<file path="config.mk">
export PLATFORM = sky130hd
export DESIGN_NAME = pcd_back
export DESIGN_NICKNAME = d
export VERILOG_FILES = /design/src/hw/rtl/pcd_pkg.sv /design/src/hw/rtl/pcd_back.sv
export SDC_FILE = /design/constraint.sdc
export NUM_CORES = 1
export LEC_CHECK = 0
export ABC_AREA = 1
export CAP_MARGIN = 20
export CORE_AREA = 5 5 242 244
export CTS_BUF_LIST = sky130_fd_sc_hd__clkbuf_8
export DETAILED_ROUTE_END_ITERATION = 8
export DIE_AREA = 0 0 247 249
export DONT_BUFFER_PORTS = 1
export GPL_TIMING_DRIVEN = 0
export PLACE_DENSITY = 0.46
export SLEW_MARGIN = 20
export SYNTH_ARGS = -nofsm -noshare
export SYNTH_HDL_FRONTEND = slang
export SYNTH_SLANG_ARGS = --single-unit
</file>
<file path="constraint.sdc">
create_clock -name aclk -period 17.05 [get_ports aclk]
set_input_delay 4.2625 -clock aclk [delete_from_list [all_inputs] [get_ports aclk]]
set_output_delay 4.2625 -clock aclk [all_outputs]
set_load 0.03 [all_outputs]
</file>
<file path="src/hw/rtl/pcd_pkg.sv">
// types, register codes and averaging helpers for the corner decimator
// no dependencies
`default_nettype none
package pcd_pkg;

    // one point as it travels on the stream, x in the lowest bits
    typedef struct packed {
        logic [7:0]  blue;
        logic [7:0]  green;
        logic [7:0]  red;
        logic        z_ok;
        logic        y_ok;
        logic        x_ok;
        logic [31:0] z;
        logic [31:0] y;
        logic [31:0] x;
    } point_t;

    localparam int POINT_W = $bits(point_t);
    localparam int DATA_W  = 128;
    localparam int CFG_W   = 11;
    localparam int CNT_W   = 10;

    // four corners of one block, ready for averaging
    typedef struct packed {
        logic   last;
        point_t br;
        point_t ll;
        point_t tr;
        point_t tl;
    } job_t;

    typedef struct packed {
        logic [10:0] frame_width;
        logic [10:0] frame_height;
        logic [4:0]  block_w;
        logic [4:0]  block_h;
    } cfg_t;

    localparam logic [1:0] REG_FRAME_WIDTH  = 2'd0;
    localparam logic [1:0] REG_FRAME_HEIGHT = 2'd1;
    localparam logic [1:0] REG_BLOCK_W      = 2'd2;
    localparam logic [1:0] REG_BLOCK_H      = 2'd3;

    // floor of the signed four-way sum over four
    function automatic logic [31:0] avg4_coord(input logic [31:0] a, input logic [31:0] b,
                                               input logic [31:0] c, input logic [31:0] d);
        logic [33:0] s;
        s = {{2{a[31]}}, a} + {{2{b[31]}}, b} + {{2{c[31]}}, c} + {{2{d[31]}}, d};
        return s[33:2];
    endfunction

    function automatic logic [7:0] avg4_color(input logic [7:0] a, input logic [7:0] b,
                                              input logic [7:0] c, input logic [7:0] d);
        logic [9:0] s;
        s = {2'b00, a} + {2'b00, b} + {2'b00, c} + {2'b00, d};
        return s[9:2];
    endfunction

endpackage
`default_nettype wire

</file>
<file path="src/hw/rtl/pcd_back.sv">
// back end: four-corner averaging into the output register
// depends on pcd_pkg
`default_nettype none
module pcd_back (
    input  wire logic            aclk,
    input  wire logic            aresetn,
    input  wire logic            job_valid,
    input  wire pcd_pkg::job_t   job,
    output logic                 job_pop,
    output logic                 out_valid,
    input  wire logic            out_ready,
    output pcd_pkg::point_t      out_point,
    output logic                 out_last
);
    import pcd_pkg::*;

    point_t avg;
    logic   out_valid_reg;
    point_t out_point_reg;
    logic   out_last_reg;

    always_comb begin
        avg.x_ok  = job.tl.x_ok & job.tr.x_ok & job.ll.x_ok & job.br.x_ok;
        avg.y_ok  = job.tl.y_ok & job.tr.y_ok & job.ll.y_ok & job.br.y_ok;
        avg.z_ok  = job.tl.z_ok & job.tr.z_ok & job.ll.z_ok & job.br.z_ok;
        avg.x     = avg.x_ok ? avg4_coord(job.tl.x, job.tr.x, job.ll.x, job.br.x) : '0;
        avg.y     = avg.y_ok ? avg4_coord(job.tl.y, job.tr.y, job.ll.y, job.br.y) : '0;
        avg.z     = avg.z_ok ? avg4_coord(job.tl.z, job.tr.z, job.ll.z, job.br.z) : '0;
        avg.red   = avg4_color(job.tl.red, job.tr.red, job.ll.red, job.br.red);
        avg.green = avg4_color(job.tl.green, job.tr.green, job.ll.green, job.br.green);
        avg.blue  = avg4_color(job.tl.blue, job.tr.blue, job.ll.blue, job.br.blue);
    end

    assign job_pop = job_valid && (!out_valid_reg || out_ready);

    always_ff @(posedge aclk) begin
        if (!aresetn) begin
            out_valid_reg <= 1'b0;
        end else if (job_pop) begin
            out_valid_reg <= 1'b1;
        end else if (out_ready) begin
            out_valid_reg <= 1'b0;
        end
    end

    always_ff @(posedge aclk) begin
        if (job_pop) begin
            out_point_reg <= avg;
            out_last_reg  <= job.last;
        end
    end

    assign out_valid = out_valid_reg;
    assign out_point = out_point_reg;
    assign out_last  = out_last_reg;
endmodule
`default_nettype wire

</file>
-- Yosys cells after proc, flatten, opt, wreduce, memory -nomap -nowiden
Cells that the tools add are included.
- flip-flop bits (word level): 125
- latch bits: 0
- bits in writable memories: 0
- ROM bits: 0
- bits of input ports: 497
- output and inout bits: 126
- word-level logic and storage cells: 44
- memories: 0
- add/sub/neg operators: 18
- multiply operators: 0
- divide/modulo/power cells: 0
- $lt $le $gt $ge: 0
- eq/ne operators: 0
- shift-type cells: 0
- muxes and demuxes: 2
- bitwise gates (word level): 9
- reductions and logical operators: 4
- operator list (cell ; count):
    adder 33 x 32 -> 34 bit ; 3
    adder 34 bit ; 3
    adder 32 x 32 -> 33 bit ; 3
    adder 10 x 8 -> 10 bit ; 3
    adder 9 x 8 -> 10 bit ; 3
    adder 8 x 8 -> 9 bit ; 3
    bitwise AND 1 bit ; 9
    2-to-1 mux 1 bit ; 2
    nonzero test 2 bit ; 1
    logical AND 1 bit ; 1
    logical NOT 1 bit ; 1
    logical OR 1 bit ; 1

-- Depth between registers and ports, before layout
- word-level depth: 4
- gate-level depth with buffers: 18

-- Least setup slack after synthesis
OpenSTA, ideal clock, no wires.
- kind: input-to-output
- from: in job_valid
- to: out job_pop
- arrival: 10.693 ns
- setup slack: 2.095 ns
- stages on the path: 2
- path buffers: 0
- path through: inv_1 a21oi_1
- longest elaborated chain between the ends: 1
- RTL lines (what ; RTL line ; source):
    from (decl) ; pcd_back.sv:7 ; input wire logic job_valid,
    logical AND 1 bit ; pcd_back.sv:34 ; assign job_pop = job_valid && (!out_valid_reg || out_ready);
    to (decl) ; pcd_back.sv:9 ; output logic job_pop,
Every way passes these cells.

-- Final worst setup path
- from: in out_ready
- to: out job_pop
- longest elaborated chain between the ends: 2
- RTL lines (what ; RTL line ; source):
    from (decl) ; pcd_back.sv:11 ; input wire logic out_ready,
    logical OR 1 bit ; pcd_back.sv:34 ;
    logical AND 1 bit ; pcd_back.sv:34 ;
Every way passes these cells.

==> out/results.ini <==
[routing]
drc = 0
avgRoutedWirePerCell_um = 17.44
drt_iter0_markers = 726
totalWireLength_mm = 57.77
vias = 14980
vias_per_cell = 4.521
firstDrtPassIters = 5
ant_nets = 0

[clock_network]
htreeDepth = 4
clock_latency_ns = 0.56
clock_path_buffers = 2
ctsHoldBuffers = 0
root_buffer = clkbuf_8
tritoncts = built
clock_sinks = 125
cts_buffers = 17
cts_resized = 0
cts.clk_slew.worst_paths_ns = 0.08
post_cts_buffers = 0

[worst_setup_path]
crit_buf_inv = 4
cpPeakStageDelay_ns = 0.39
worstPathArrival_ns = 5.30
endpoint = job_pop
crit_chain = inv_1 -> a21oi_4 -> buf_16 -> buf_16 -> buf_16
cp.depth = 5
setup.worst_path.class = input port to output port
cp-startpoint = out_ready
critPathRequiredTime_ns = 12.79
start_kind = input port
cpMaxStageDelayCell = a21oi_4
reg2reg_from = out_valid
cp_top_family = buffers and inverters
crit_top_cell = buf_16
r2r_setup_slack_ns = 15.28
rr_endpoint = out_point[79]
worstRegToRegCells = 4
crit_fanout = 14
cp-end-kind = output port

[cells_and_area]
ff_latch_area_um2 = 3744
nFillCells = 6078
largest_register_ffs = 123
final_util_pct = 35.82
drive_gt1_share_pct = 2.975
area_growth_pct = 8.631
final_nets = 3396
multi_input_area_um2 = 11590

[global_routing]
antenna_found_initial = 2
grt_pass1_wl_mm = 87.55
grt_use_total_pct = 18.54
gr-total-overflow = 0
grt_pass1_vias = 15660
grt_start_max_net_pins = 22

[sta]
period_share_pct = 56.06
whs_ns = 0.6671
relSlewSlack_pct = 59.55
worst_pin_slew_ns = 0.6049
fmax_ghz = 0.1046
setup_ws_ns = 7.492
finalSetupViolCount = 0
period_needed_ns = 9.558
drv_slew = 0
hold_viol = 0
skew_ns = 0.01114
rsz0062_at_grt = no

[place]
post-place-ws_ns = 7.459
port_buffers = 0
dp_hpwl_mm = 51.89
gp_congestion = 0.8981

[synthesis]
syn-num-nets = 3369
synth_top_family_by_area = adder cells
synth_largest_area_cell = fa_1
synthDistinctLibCells = 34
synth_mux_area_share_pct = 0
syn_avg_cell_area_um2 = 7.349
synth-async-reset-ratio_pct = 0
synth_edf_count = 124
synth-xor-area-share_pct = 0.9951
netlist_area_um2 = 18480
synthCells = 2515
synth_fa_ha_area_share_pct = 34.04
seq_area_frac_synth_pct = 20.25
ys.flop_type = edfxtp_1
synthTopCellsByArea = fa_1 (26%), edfxtp_1 (20%), inv_1 (17%)
synth-compound-area-share_pct = 7.000
yosysWarnings = 0
yosysTopAreaCellShare_pct = 26.32
ys_ff_latch = 125
synth-simple-area-share_pct = 20.63

[floorplan]
die_h_um = 249
die_area_um2 = 61500
core_um2 = 56060
die_w_um = 247
start_util_pct = 32.97
ios = 623
rows = 87

[pwr]
peakVddDrop_mv = 0.05959
p_leak_nw = 11.12
p_per_area_nw_per_um2 = 104.4

[hold_path]
min_path_type = register to register

[outcome]
status = completed

[flow_run]
cap_viol_max_count = 0

-- cell families after synthesis --
| family | after synthesis |
|---|---|
| AOI/OAI and AO/OA | 238 |
| xor gates and xnor gates | 21 |
| buffers and inverters | 836 |
| adders and majority gates | 357 |
| and+or+nand+nor | 938 |
| DFF | 125 |
-- per-stage QoR --
step	cells	TNS [ns]	instance area, µm²	power, mW
after floorplan	2515	0	18480	1.438
after global placement	3271	-2.434	19430	1.804
after detailed placement	3279	0	19660	1.809
after CTS	3311	0	20070	2.130
after global routing	3313	0	20080	2.321
final	3313	0	20080	2.095
-- synthesized netlist by cell type, types with 10 or more instances --
master / instances
a21boi_0: 10
xor2_1: 12
fa_1: 243
o21bai_1: 19
nor2_1: 200
nor3_1: 17
nand2_1: 601
inv_1: 824
o21ai_0: 46
ha_1: 114
nand3_1: 65
a21oi_1: 151
edfxtp_1: 124
nand2_2: 19
-- worst min-delay path by stage --
stage              start         to  slack [ns]  cells after the start
2_1_floorplan  out_valid  out_valid        0.60                      2
3_3_place_gp   out_valid  out_valid        0.62                      2
3_5_place_dp   out_valid  out_valid        0.66                      2
4_1_cts        out_valid  out_valid        0.67                      2
5_1_grt        out_valid  out_valid        0.69                      2
6_report       out_valid  out_valid        0.67                      2
-- final cells by class --
type	instances	share of cell area (%)
diodes	2	0.02493
plain buffers	6	0.2056
clock buffers	17	1.165
clock inverters	15	0.8911
inverters	830	15.52
multi-input cells	1554	57.74
flip-flops and latches	125	18.65
well taps	756	4.711
repair buffers	8	1.097
-- worst register-to-register path, stage by stage (launching register included) --
cell and delay, ns:
dfxtp_1 0.45, a21oi_4 0.47, buf_16 0.23, buf_16 0.18, buf_16 0.17
-- power breakdown --
part | leakage, nW | internal (mW) | switching, mW
sequential | 1.23 | 0.397 | 0.102
clock | 0.209 | 0.156 | 0.149
combinational | 9.68 | 0.444 | 0.847
total | 11.1 | 0.997 | 1.10
-- cell usage in the layout, fill, tap and decap left out, drive strengths merged, types with 5 or more instances in the layout --
cell type and n:
inv 828, nand2 620, fa 243, nor2 205, a21oi 151, edfxtp 124, ha 114, nand3 65
o21ai 46, o21bai 19, nor3 19, clkbuf 17, buf 14, xor2 12, clkinv 11, a21boi 10
xnor2 9, o21a 9, nand3b 8, and2 6, nor4 5
-- routing by layer --
| layer | part of all wire [%] | up-vias | global-route usage (%) |
|---|---|---|---|
| met3 | 6.6 | 65 | 5.333 |
| li1 | - | 7406 | - |
| met5 | 0.035 | - | 0 |
| met4 | 2.2 | 2 | 5.404 |
| met2 | 49 | 426 | 31.99 |
| met1 | 42 | 7078 | 22.47 |
Power figures use the tool's default switching activity.
